**src/design/ireu_pkg.sv**
```systemverilog
// ----------------------------------------------------------------------------
// ireu_pkg
// Shared types and constants for the interpreter register execute unit.
// ----------------------------------------------------------------------------
package ireu_pkg;

	localparam int unsigned ADDR_W = 12;
	localparam int unsigned BYTE_W = 8;
	localparam int unsigned REG_N  = 16;
	localparam int unsigned REG_W  = $clog2(REG_N);

	localparam logic [ADDR_W-1:0] PC_RESET = 12'h200;
	localparam logic [REG_W-1:0]  FLAG_REG = 4'hF;
	localparam logic [REG_W-1:0]  ZERO_REG = 4'h0;

	typedef enum logic [1:0] {
		ST_EXEC      = 2'd0,
		ST_UNHANDLED = 2'd1,
		ST_ILLEGAL   = 2'd2
	} status_t;

	// opcode nibble
	localparam logic [3:0] OP_SYS  = 4'h0;
	localparam logic [3:0] OP_JP   = 4'h1;
	localparam logic [3:0] OP_CALL = 4'h2;
	localparam logic [3:0] OP_SE   = 4'h3;
	localparam logic [3:0] OP_SNE  = 4'h4;
	localparam logic [3:0] OP_SEV  = 4'h5;
	localparam logic [3:0] OP_LD   = 4'h6;
	localparam logic [3:0] OP_ADD  = 4'h7;
	localparam logic [3:0] OP_ALU  = 4'h8;
	localparam logic [3:0] OP_SNEV = 4'h9;
	localparam logic [3:0] OP_LDI  = 4'hA;
	localparam logic [3:0] OP_JPV  = 4'hB;
	localparam logic [3:0] OP_RND  = 4'hC;
	localparam logic [3:0] OP_DRW  = 4'hD;
	localparam logic [3:0] OP_KEY  = 4'hE;
	localparam logic [3:0] OP_MISC = 4'hF;

	// 8xy sub-codes
	localparam logic [3:0] ALU_MOV = 4'h0;
	localparam logic [3:0] ALU_OR  = 4'h1;
	localparam logic [3:0] ALU_AND = 4'h2;
	localparam logic [3:0] ALU_XOR = 4'h3;
	localparam logic [3:0] ALU_ADD = 4'h4;
	localparam logic [3:0] ALU_SUB = 4'h5;
	localparam logic [3:0] ALU_SHR = 4'h6;
	localparam logic [3:0] ALU_RSB = 4'h7;
	localparam logic [3:0] ALU_SHL = 4'hE;

	// system words
	localparam logic [15:0] W_CLS = 16'h00E0;
	localparam logic [15:0] W_RET = 16'h00EE;

	// E and F group sub-codes
	localparam logic [7:0] KK_SKP    = 8'h9E;
	localparam logic [7:0] KK_SKNP   = 8'hA1;
	localparam logic [7:0] KK_GET_DT = 8'h07;
	localparam logic [7:0] KK_WAITK  = 8'h0A;
	localparam logic [7:0] KK_SET_DT = 8'h15;
	localparam logic [7:0] KK_SET_ST = 8'h18;
	localparam logic [7:0] KK_FONT   = 8'h29;
	localparam logic [7:0] KK_BCD    = 8'h33;
	localparam logic [7:0] KK_STORE  = 8'h55;
	localparam logic [7:0] KK_LOAD   = 8'h65;
	localparam logic [7:0] KK_ADD_I  = 8'h1E;

endpackage

```
**src/design/ireu_if.sv**
```systemverilog
// ----------------------------------------------------------------------------
// ireu_if
// Valid/ready channels for instruction beats and result beats.
// ----------------------------------------------------------------------------
interface ireu_instr_if;
	logic        valid;
	logic        ready;
	logic [15:0] instruction_word;
	logic [7:0]  random_byte;

	modport source (output valid, output instruction_word, output random_byte, input ready);
	modport sink   (input valid, input instruction_word, input random_byte, output ready);
endinterface

interface ireu_result_if;
	logic        valid;
	logic        ready;
	logic [11:0] next_pc;
	logic [11:0] index_value;
	logic        dest_written;
	logic [3:0]  dest_index;
	logic [7:0]  dest_value;
	logic        flag_written;
	logic        flag_value;
	logic        skipped;
	logic [1:0]  status;

	modport source (
		output valid, output next_pc, output index_value, output dest_written,
		output dest_index, output dest_value, output flag_written, output flag_value,
		output skipped, output status, input ready
	);
	modport sink (
		input valid, input next_pc, input index_value, input dest_written,
		input dest_index, input dest_value, input flag_written, input flag_value,
		input skipped, input status, output ready
	);
endinterface

```
**src/design/interpreter_register_execute_unit.sv**
```systemverilog
// ----------------------------------------------------------------------------
// interpreter_register_execute_unit
// Executes one CHIP-8 style instruction per beat against V0..VF, I and PC.
// ----------------------------------------------------------------------------
// usage:
//   instr  : instruction word plus a random byte, one beat per instruction
//   result : next pc, index, register write, flag write, skip and status
// an instruction beat is captured in the s1 register together with the
// registered reads of Vx and Vy; once the result register can advance, s1
// executes it, commits the architectural state and loads the result register.
// one instruction per cycle is sustained while result.ready stays high.
// the rate is set by the single decode/ALU pass between s1 and the result
// register; a write in the committing cycle is bypassed into the next read.
// reset: V0..VF and I clear to zero, pc starts at 0x200, both stages empty.
// when result.ready is low the result register holds, s1 holds behind it and
// instr.ready drops once s1 is also full; no beat is lost or repeated.
// ----------------------------------------------------------------------------
module interpreter_register_execute_unit (
	input logic           clk,
	input logic           arst_n,
	ireu_instr_if.sink    instr,
	ireu_result_if.source result
);

	localparam int unsigned AW = ireu_pkg::ADDR_W;
	localparam int unsigned BW = ireu_pkg::BYTE_W;
	localparam int unsigned RW = ireu_pkg::REG_W;

	// architectural state
	logic [AW-1:0]           pc_q;
	logic [AW-1:0]           idx_q;
	logic [BW-1:0]           v0_q;
	logic [BW-1:0]           vf_q;
	logic [BW-1:0]           rf_mem [ireu_pkg::REG_N];
	logic [ireu_pkg::REG_N-1:0] rf_vld_q;

	// stage 1
	logic          valid_s1;
	logic [15:0]   word_s1;
	logic [BW-1:0] rnd_s1;
	logic [BW-1:0] rdx_s1;
	logic [BW-1:0] rdy_s1;

	// result register
	logic          out_valid_q;
	logic [AW-1:0] npc_q;
	logic [AW-1:0] oidx_q;
	logic          dw_q;
	logic [RW-1:0] dix_q;
	logic [BW-1:0] dv_q;
	logic          fw_q;
	logic          fv_q;
	logic          skip_q;
	ireu_pkg::status_t st_q;

	logic adv;
	logic commit;
	logic accept;

	assign adv    = !out_valid_q || result.ready;
	assign commit = valid_s1 && adv;
	assign accept = instr.valid && instr.ready;
	assign instr.ready = !valid_s1 || adv;

	// decode
	logic [3:0]    op;
	logic [RW-1:0] x;
	logic [3:0]    n;
	logic [BW-1:0] kk;
	logic [AW-1:0] nnn;
	logic [BW-1:0] vx;
	logic [BW-1:0] vy;

	assign op  = word_s1[15:12];
	assign x   = word_s1[11:8];
	assign n   = word_s1[3:0];
	assign kk  = word_s1[7:0];
	assign nnn = word_s1[11:0];
	assign vx  = (x == ireu_pkg::FLAG_REG) ? vf_q : rdx_s1;
	assign vy  = (word_s1[7:4] == ireu_pkg::FLAG_REG) ? vf_q : rdy_s1;

	logic [AW-1:0] pc_inc2;
	logic [AW-1:0] pc_inc4;
	logic [BW:0]   sum9;
	logic [AW-1:0] npc;
	logic [AW-1:0] idx_n;
	logic          dw;
	logic          fw;
	logic          skip;
	logic [BW-1:0] dv;
	logic          fv;
	ireu_pkg::status_t st;
	logic          dw_f;
	logic          fw_f;
	logic          skip_f;
	logic [AW-1:0] npc_f;
	logic [BW-1:0] dv_f;
	logic          fv_f;

	assign pc_inc2 = pc_q + AW'(2);
	assign pc_inc4 = pc_q + AW'(4);
	assign sum9    = {1'b0, vx} + {1'b0, vy};

	always_comb begin
		st    = ireu_pkg::ST_EXEC;
		dw    = 1'b0;
		fw    = 1'b0;
		skip  = 1'b0;
		dv    = '0;
		fv    = 1'b0;
		npc   = pc_inc2;
		idx_n = idx_q;
		case (op)
			ireu_pkg::OP_SYS: begin
				if (word_s1 == ireu_pkg::W_CLS || word_s1 == ireu_pkg::W_RET)
					st = ireu_pkg::ST_UNHANDLED;
				else
					st = ireu_pkg::ST_ILLEGAL;
			end
			ireu_pkg::OP_JP:   npc = nnn;
			ireu_pkg::OP_CALL: st = ireu_pkg::ST_UNHANDLED;
			ireu_pkg::OP_SE:   skip = (vx == kk);
			ireu_pkg::OP_SNE:  skip = (vx != kk);
			ireu_pkg::OP_SEV: begin
				if (n != 4'h0) st = ireu_pkg::ST_ILLEGAL;
				else skip = (vx == vy);
			end
			ireu_pkg::OP_LD: begin
				dw = 1'b1;
				dv = kk;
			end
			ireu_pkg::OP_ADD: begin
				dw = 1'b1;
				dv = vx + kk;
			end
			ireu_pkg::OP_ALU: begin
				dw = 1'b1;
				case (n)
					ireu_pkg::ALU_MOV: dv = vy;
					ireu_pkg::ALU_OR:  dv = vx | vy;
					ireu_pkg::ALU_AND: dv = vx & vy;
					ireu_pkg::ALU_XOR: dv = vx ^ vy;
					ireu_pkg::ALU_ADD: begin
						dv = sum9[BW-1:0];
						fw = 1'b1;
						fv = sum9[BW];
					end
					ireu_pkg::ALU_SUB: begin
						dv = vx - vy;
						fw = 1'b1;
						fv = (vx >= vy);
					end
					ireu_pkg::ALU_SHR: begin
						dv = {1'b0, vx[BW-1:1]};
						fw = 1'b1;
						fv = vx[0];
					end
					ireu_pkg::ALU_RSB: begin
						dv = vy - vx;
						fw = 1'b1;
						fv = (vy >= vx);
					end
					ireu_pkg::ALU_SHL: begin
						dv = {vx[BW-2:0], 1'b0};
						fw = 1'b1;
						fv = vx[BW-1];
					end
					default: begin
						dw = 1'b0;
						st = ireu_pkg::ST_ILLEGAL;
					end
				endcase
			end
			ireu_pkg::OP_SNEV: begin
				if (n != 4'h0) st = ireu_pkg::ST_ILLEGAL;
				else skip = (vx != vy);
			end
			ireu_pkg::OP_LDI: idx_n = nnn;
			ireu_pkg::OP_JPV: npc = nnn + {{(AW-BW){1'b0}}, v0_q};
			ireu_pkg::OP_RND: begin
				dw = 1'b1;
				dv = rnd_s1 & kk;
			end
			ireu_pkg::OP_DRW: st = ireu_pkg::ST_UNHANDLED;
			ireu_pkg::OP_KEY: begin
				if (kk == ireu_pkg::KK_SKP || kk == ireu_pkg::KK_SKNP)
					st = ireu_pkg::ST_UNHANDLED;
				else
					st = ireu_pkg::ST_ILLEGAL;
			end
			ireu_pkg::OP_MISC: begin
				case (kk)
					ireu_pkg::KK_ADD_I: idx_n = idx_q + {{(AW-BW){1'b0}}, vx};
					ireu_pkg::KK_GET_DT, ireu_pkg::KK_WAITK, ireu_pkg::KK_SET_DT,
					ireu_pkg::KK_SET_ST, ireu_pkg::KK_FONT, ireu_pkg::KK_BCD,
					ireu_pkg::KK_STORE, ireu_pkg::KK_LOAD:
						st = ireu_pkg::ST_UNHANDLED;
					default: st = ireu_pkg::ST_ILLEGAL;
				endcase
			end
			default: st = ireu_pkg::ST_ILLEGAL;
		endcase
	end

	// illegal words leave everything untouched
	always_comb begin
		dw_f   = dw;
		fw_f   = fw;
		skip_f = skip;
		npc_f  = npc;
		if (st == ireu_pkg::ST_ILLEGAL) begin
			dw_f   = 1'b0;
			fw_f   = 1'b0;
			skip_f = 1'b0;
			npc_f  = pc_q;
		end else if (skip) begin
			npc_f  = pc_inc4;
		end
		dv_f = dw_f ? dv : '0;
		fv_f = fw_f & fv;
	end

	// register file write port, VF lives in its own register
	logic          rf_we;
	logic [BW-1:0] rdx_n;
	logic [BW-1:0] rdy_n;
	logic [RW-1:0] x_in;
	logic [RW-1:0] y_in;

	assign rf_we = commit && dw_f && (x != ireu_pkg::FLAG_REG);
	assign x_in  = instr.instruction_word[11:8];
	assign y_in  = instr.instruction_word[7:4];

	always_ff @(posedge clk) begin
		if (rf_we)
			rf_mem[x] <= dv_f;
	end

	// read with write-first bypass of the committing instruction
	always_ff @(posedge clk) begin
		if (accept) begin
			if (rf_we && x == x_in)
				rdx_s1 <= dv_f;
			else
				rdx_s1 <= rf_vld_q[x_in] ? rf_mem[x_in] : '0;
			if (rf_we && x == y_in)
				rdy_s1 <= dv_f;
			else
				rdy_s1 <= rf_vld_q[y_in] ? rf_mem[y_in] : '0;
			word_s1 <= instr.instruction_word;
			rnd_s1  <= instr.random_byte;
		end
	end

	always_ff @(posedge clk or negedge arst_n) begin
		if (!arst_n) begin
			rf_vld_q    <= '0;
			pc_q        <= ireu_pkg::PC_RESET;
			idx_q       <= '0;
			v0_q        <= '0;
			vf_q        <= '0;
			valid_s1    <= 1'b0;
			out_valid_q <= 1'b0;
		end else begin
			if (accept)
				valid_s1 <= 1'b1;
			else if (commit)
				valid_s1 <= 1'b0;
			if (commit)
				out_valid_q <= 1'b1;
			else if (result.ready)
				out_valid_q <= 1'b0;
			if (commit) begin
				pc_q  <= npc_f;
				idx_q <= idx_n;
				if (rf_we)
					rf_vld_q[x] <= 1'b1;
				if (dw_f && x == ireu_pkg::ZERO_REG)
					v0_q <= dv_f;
				// flag wins over the ALU result when x is VF
				if (fw_f)
					vf_q <= {{(BW-1){1'b0}}, fv_f};
				else if (dw_f && x == ireu_pkg::FLAG_REG)
					vf_q <= dv_f;
			end
		end
	end

	always_ff @(posedge clk) begin
		if (commit) begin
			npc_q  <= npc_f;
			oidx_q <= idx_n;
			dw_q   <= dw_f;
			dix_q  <= dw_f ? x : '0;
			dv_q   <= dv_f;
			fw_q   <= fw_f;
			fv_q   <= fv_f;
			skip_q <= skip_f;
			st_q   <= st;
		end
	end

	assign result.valid        = out_valid_q;
	assign result.next_pc      = npc_q;
	assign result.index_value  = oidx_q;
	assign result.dest_written = dw_q;
	assign result.dest_index   = dix_q;
	assign result.dest_value   = dv_q;
	assign result.flag_written = fw_q;
	assign result.flag_value   = fv_q;
	assign result.skipped      = skip_q;
	assign result.status       = st_q;

	// checks
	a_illegal_quiet: assert property (@(posedge clk) disable iff (!arst_n)
		out_valid_q && st_q == ireu_pkg::ST_ILLEGAL |-> !dw_q && !fw_q && !skip_q)
		else $error("illegal instruction reported a side effect");

	a_flag_with_dest: assert property (@(posedge clk) disable iff (!arst_n)
		out_valid_q && fw_q |-> dw_q && st_q == ireu_pkg::ST_EXEC)
		else $error("flag write without a register write");

	a_pc_tracks: assert property (@(posedge clk) disable iff (!arst_n)
		commit |=> npc_q == pc_q && oidx_q == idx_q)
		else $error("result pc or index differs from committed state");

	a_s1_holds: assert property (@(posedge clk) disable iff (!arst_n)
		valid_s1 && !adv |=> valid_s1 && $stable(word_s1) && $stable(rdx_s1))
		else $error("stalled instruction lost in s1");

	a_skip_step: assert property (@(posedge clk) disable iff (!arst_n)
		commit && skip_f |-> npc_f == pc_inc4)
		else $error("skip did not advance pc by four");

endmodule
```
**src/flat_wrapper.sv**
```systemverilog
// flat-port wrapper written by rule: the top's interface ports become plain ports
module interpreter_register_execute_unit_flat 
  (clk, arst_n, instr_valid, instr_instruction_word, instr_random_byte, instr_ready, result_valid, result_next_pc, result_index_value, result_dest_written, result_dest_index, result_dest_value, result_flag_written, result_flag_value, result_skipped, result_status, result_ready);
  ireu_instr_if instr_i ();
  ireu_result_if result_i ();
  input logic clk;
  input logic arst_n;
  input wire logic [$bits(instr_i.valid)-1:0] instr_valid;
  input wire logic [$bits(instr_i.instruction_word)-1:0] instr_instruction_word;
  input wire logic [$bits(instr_i.random_byte)-1:0] instr_random_byte;
  output wire logic [$bits(instr_i.ready)-1:0] instr_ready;
  output wire logic [$bits(result_i.valid)-1:0] result_valid;
  output wire logic [$bits(result_i.next_pc)-1:0] result_next_pc;
  output wire logic [$bits(result_i.index_value)-1:0] result_index_value;
  output wire logic [$bits(result_i.dest_written)-1:0] result_dest_written;
  output wire logic [$bits(result_i.dest_index)-1:0] result_dest_index;
  output wire logic [$bits(result_i.dest_value)-1:0] result_dest_value;
  output wire logic [$bits(result_i.flag_written)-1:0] result_flag_written;
  output wire logic [$bits(result_i.flag_value)-1:0] result_flag_value;
  output wire logic [$bits(result_i.skipped)-1:0] result_skipped;
  output wire logic [$bits(result_i.status)-1:0] result_status;
  input wire logic [$bits(result_i.ready)-1:0] result_ready;
  assign instr_i.valid = instr_valid;
  assign instr_i.instruction_word = instr_instruction_word;
  assign instr_i.random_byte = instr_random_byte;
  assign instr_ready = instr_i.ready;
  assign result_valid = result_i.valid;
  assign result_next_pc = result_i.next_pc;
  assign result_index_value = result_i.index_value;
  assign result_dest_written = result_i.dest_written;
  assign result_dest_index = result_i.dest_index;
  assign result_dest_value = result_i.dest_value;
  assign result_flag_written = result_i.flag_written;
  assign result_flag_value = result_i.flag_value;
  assign result_skipped = result_i.skipped;
  assign result_status = result_i.status;
  assign result_i.ready = result_ready;
  interpreter_register_execute_unit u_core (.clk(clk), .arst_n(arst_n), .instr(instr_i), .result(result_i));
endmodule
```
**config.mk**
```make
export PLATFORM = sky130hd
export DESIGN_NAME = interpreter_register_execute_unit_flat
export DESIGN_NICKNAME = d
export VERILOG_FILES = /design/src/design/ireu_pkg.sv /design/src/design/ireu_if.sv /design/src/design/interpreter_register_execute_unit.sv /design/src/flat_wrapper.sv
export SDC_FILE = /design/constraint.sdc
export NUM_CORES = 1
export LEC_CHECK = 0
export ABC_CLOCK_PERIOD_IN_PS = 6900
export BUFFER_PORTS_ARGS = -buffer_cell sky130_fd_sc_hd__buf_2
export CORE_UTILIZATION = 50
export CTS_BUF_LIST = sky130_fd_sc_hd__clkbuf_4 sky130_fd_sc_hd__clkbuf_8
export DETAILED_ROUTE_END_ITERATION = 8
export GPL_ROUTABILITY_DRIVEN = 0
export HOLD_SLACK_MARGIN = 0.15
export PLACE_DENSITY = 0.67
export SYNTH_ARGS = -nofsm -noshare
export SYNTH_HDL_FRONTEND = slang
export SYNTH_SLANG_ARGS = --single-unit
```
**constraint.sdc**
```tcl
create_clock -name clk -period 6.9 [get_ports clk]
set_input_delay 1.38 -clock clk [delete_from_list [all_inputs] [get_ports clk]]
set_output_delay 1.38 -clock clk [all_outputs]
set_load 0.02 [all_outputs]
```
# After elaboration in Yosys (flattened, before gate mapping)
# Memories as Yosys holds them, arrays and structs flattened.
# Cells that the tools add are included.
# totals
mem_bits_rw	128
ff_bits	140
input_bits	28
n_memories	1
word_cells	163
# mem_list
memory	words	width	rd	rd_ports_with_merged_regs	write_ports	line_no	rtl
u_core.rf_mem	16	8	2	0	1	interpreter_register_execute_unit.sv:34	logic [BW-1:0] rf_mem [ireu_pkg::REG_N];
# classes
n_mux	45
reduce_logical	31
n_addsub	8
n_bitwise	6
magnitude_cmp	6
n_eq_ne	46
# op_table
operator	count
$mux 8	9
$pmux 8 s9	1
$pmux 12 s2	2
$eq 4x4->1 const B	11
$mux 12	3
$eq 16x8->1 const B	2
$eq 4x3->1 const B	8
$pmux 8 s4	1
$add 12x8->12	2
$eq 8x5->1 const B	3
$mux 1	17
$and 8x8->8	2
$eq 4x2->1 const B	4
$eq 8x6->1 const B	2
$eq 8x7->1 const B	2
$eq 8x8->1	2
$eq 8x8->1 const B	2
$ge 8x8->1	2
$ne 8x8->1	2
$or 16x16->16	1
$sub 8x8->8	2
$lt 4x5->1 const B	3
$add 12x2->12 const B	1
$add 12x3->12 const B	1
32 further kinds	57

# Logic depth before layout (Yosys ltp)
# depth
word_depth	10
ltp_mapped	17
depth_no_buf	14

# Worst setup path before layout
# Ideal clock, no wire load.
# synth_path
path_type	register -> register
start	register u_core.word_s1[11]
end	register u_core.dv_q[6] (netlist: u_core.result.dest_value[6]) (data pin)
path_stages_with_launch	15
n_path_buf	2
t_required_ps	6585
slack_ps	2661
arrival_ps	3925
setup_time_ps	315
path_cell_list	edfxtp_1 clkbuf_1 nand4_1 buf_2 mux2i_1 inv_1 fa_1 o21ba_2 o21ba_2 o211ai_1 a21oi_1 nor4_1 a31oi_1 a211oi_1 inv_1
# synth_via
elab_chain_len	7
elab_cells_between_ends	19
cone_classes	add/sub: 4; eq/ne: 4; mux: 7; bitwise: 3; reduce/logical: 1
# synth_rtl
item	line_no	rtl
from (decl)	interpreter_register_execute_unit.sv:39	logic [15:0] word_s1;
from (signal assigned)	interpreter_register_execute_unit.sv:250	word_s1 <= instr.instruction_word;
parallel branches: the longest is 6 deep, another holds $sub 8x8->8	-	
$mux 8 *	interpreter_register_execute_unit.sv:219	dv_f = dw_f ? dv : '0;
named net u_core.dv_f[6]	interpreter_register_execute_unit.sv:97	logic [BW-1:0] dv_f;
to (signal assigned)	interpreter_register_execute_unit.sv:295	dv_q <= dv_f;
to (decl)	interpreter_register_execute_unit.sv:50	logic [BW-1:0] dv_q;
# Mark *: on every way through the listed nets, which the timed path passes.
# A chain may end at the register's enable or synchronous reset.

# Worst setup path in the final report
# layout_path
start	register u_core.word_s1[8]
end	memory u_core.rf_mem[6][6] (netlist name) (data pin)
# layout_via
elab_chain_len	7
elab_cells_between_ends	19
cone_classes	add/sub: 4; eq/ne: 4; mux: 7; bitwise: 3; reduce/logical: 1
# layout_rtl
item	line_no
parallel branches: the longest is 6 deep, another holds $sub 8x8->8	-
$mux 8 *	interpreter_register_execute_unit.sv:219
named net u_core.dv_f[6]	interpreter_register_execute_unit.sv:97
to (decl)	interpreter_register_execute_unit.sv:34
# Marked as above.

==> qor.csv <==
metric,value,unit
initial_core_util,0.510,
cp_slowest_cell,edfxtp_1,
worstPathMaxFanout,17,
syn_inst,1294,
leakage,0.00675,uW
cts_sinks,268,
crit_required,7.12,ns
numCtsBuffers,44,
synth_top_area_share,0.402,
ys_ff_latch,268,
grt_setup_unrepaired,no,
period_needed,5.58,ns
die_area,32100,um2
cts_max_path_buffers,3,
max_freq,179,MHz
synthFlopType,edfxtp_1,
peakVddDrop,191,uV
cts_resized,0,
hp-class,flip-flop to flip-flop,
ctsHtreeMaxLevel,2,
fin_nets,1456,
dp_hpwl,28.9,mm
synth_area,15700,um2
ys_types,79,
async_flop_share,0.216,
setup_tns,0,ns
final.setup_skew,0.0202,ns
drive_gt1_frac,0.223,
critPathLaunchType,flip-flop,
cts_root_buf,clkbuf_8,
vias_per_cell,6.39,
drc,10,
fin_crit_sh,0.809,
place_ws,1.46,ns
end_kind,flip-flop,
ioPinCount,72,
first_pass_iters,7,
area_growth,10.4,%
synth_edf_count,210,
violations,design-rule violations,
yosysTopAreaCell,edfxtp_1,
vias,11500,
status,"complete, but fails checks",
power,4500,uW
diodes,0,
cap_violations,0,
setup_viol,0,
holdBufCountCts,0,
timing.critical_path.cells,"nand4_1, mux2i_1, inv_1, ha_1, fa_1, o21ba_2, o21ba_2, o211ai_1, a21oi_1, nor4_1, a31oi_1, a211oi_1, inv_1",
critPathTopFamily,compound AO/OA/AOI/OAI gates,
hold_viol,0,
wl,42.3,mm
synth.area.top_cells,"edfxtp_1 40%, mux4_2 13%, dfrtp_1 9.1%",
powerDensity,260,nW/um2
core,30700,um2
ys_top_cells_by_count,"210 x edfxtp_1, 98 x nand2_1, 92 x mux4_2",
r2r_cells,13,
postRouteAntennaNets,0,
gr-usage-all-layers,0.270,
portBuffers,71,
path_depth,13,
post_cts_buffers,0,
grt_pass1_wl,64.7,mm
yosysMostFrequentCell,edfxtp_1,
critPathKind,flip-flop to flip-flop,
hold_depth,0,
slew_viol_final,0,
overflow,0,
clk_pin_slew,0.06,ns
die_h,179,um
tightest_slew,1.25,ns
row_count,64,
wire_per_inst,23.6,um
cp.arrival,5.80,ns
grt_max_degree,59,
grt_pass1_vias,11300,
setup_slack,1.32,ns
crit_buf_inv,2,
max_stage_delay,0.72,ns
fp.dieW,179,um
seq_area_frac_synth,0.495,
syn_area_per_cell,12.1,um2
max_slew_margin,0.165,
yosysWarnings,0,
drtIter0Drc,1288,
antenna_found_initial,0,
tritoncts,done,
worstSkewPairLatency,0.60,ns
## report_power, final
| group | internal, uW | switching [uW] | leakage, uW |
|---|---|---|---|
| logic | 421 | 599 | 0.00354 |
| registers | 1920 | 154 | 0.00274 |
| clock network | 737 | 660 | 0.000474 |
## worst paths after layout
check	from	endpoint	slack [ns]
max	u_core.word_s1[8]$_DFFE_PP_	u_core.rf_mem[6][6]$_DFFE_PP_	1.32
min in group asynchronous	arst_n	u_core.idx_q[1]$_DFFE_PN0P_	0.93
max reg2reg	u_core.word_s1[8]$_DFFE_PP_	u_core.rf_mem[6][6]$_DFFE_PP_	1.32
max in group asynchronous	arst_n	u_core.vf_q[2]$_DFFE_PN0P_	5.36
min reg2reg	u_core.rf_vld_q[15]$_DFFE_PN0P_	u_core.rf_vld_q[15]$_DFFE_PN0P_	0.40
min	u_core.rf_vld_q[15]$_DFFE_PN0P_	u_core.rf_vld_q[15]$_DFFE_PN0P_	0.40
## state kept, by name, indices dropped and copies added, names as in the netlist, 2 cells and up
name                       cells
u_core.idx_q                  12
u_core.vf_q                    8
u_core.pc_q                   12
u_core.word_s1                16
u_core.result.dest_value       8
u_core.result.next_pc         12
u_core.result.status           2
u_core.rnd_s1                  8
u_core.rf_vld_q               16
u_core.rdx_s1                  8
u_core.v0_q                    8
u_core.rf_mem                128
u_core.result.index_value     12
u_core.result.dest_index       4
u_core.rdy_s1                  8
## layout make-up
class	count	area, um2
multi-input combinational	879	7360
clock buffer	66	783
fill	2598	13400
timing repair buffer	97	551
sequential	268	7760
tap	396	495
inverter	74	278
clock inverter	15	97.6
## through the flow
step | utilization | cells | hold slack, ns | instance area (um2)
floorplan | - | 1301 | 0.440 | 15700
global placement | 0.535 | 1714 | 0.377 | 16400
detailed placement | 0.535 | 1714 | 0.386 | 16400
CTS | 0.563 | 1795 | 0.400 | 17300
global route | 0.563 | 1795 | 0.432 | 17300
finish | 0.563 | 1795 | 0.401 | 17300
## routing by layer
metal,vias to the layer above,global-route usage,part of all wire
met1,5688,0.354,0.40
met3,134,0.0424,0.077
met5,-,0,0
li1,5112,-,-
met4,0,0.139,0.048
met2,542,0.436,0.48
## layout by cell type (no fill, tap or decap), types with 19 or more instances in the layout
cell and count:
edfxtp_1 210, nand2_1 98, mux4_2 92, nor2_1 76
inv_1 71, buf_2 71, o21ai_0 67, a21oi_1 64
ha_1 58, dfrtp_1 57, clkbuf_8 46, nand3_1 40
buf_4 26, mux2i_1 23, nor3_1 22, xnor2_1 22
or2_2 21, clkbuf_4 20, nor2b_1 19, xor2_1 19
o22ai_1 19
## logic make-up after synthesis
kind of cell | count (synthesis) | share of synthesized area
AOI/OAI and AO/OA | 304 | 0.132
xor gates and xnor gates | 41 | 0.0229
adders and majority gates | 64 | 0.0539
buffers and inverters | 154 | 0.0385
DFF | 268 | 0.495
muxes | 121 | 0.151
other | 1 | 0.000239
and+or+nand+nor | 341 | 0.107
(Power assumes the default switching activity.)
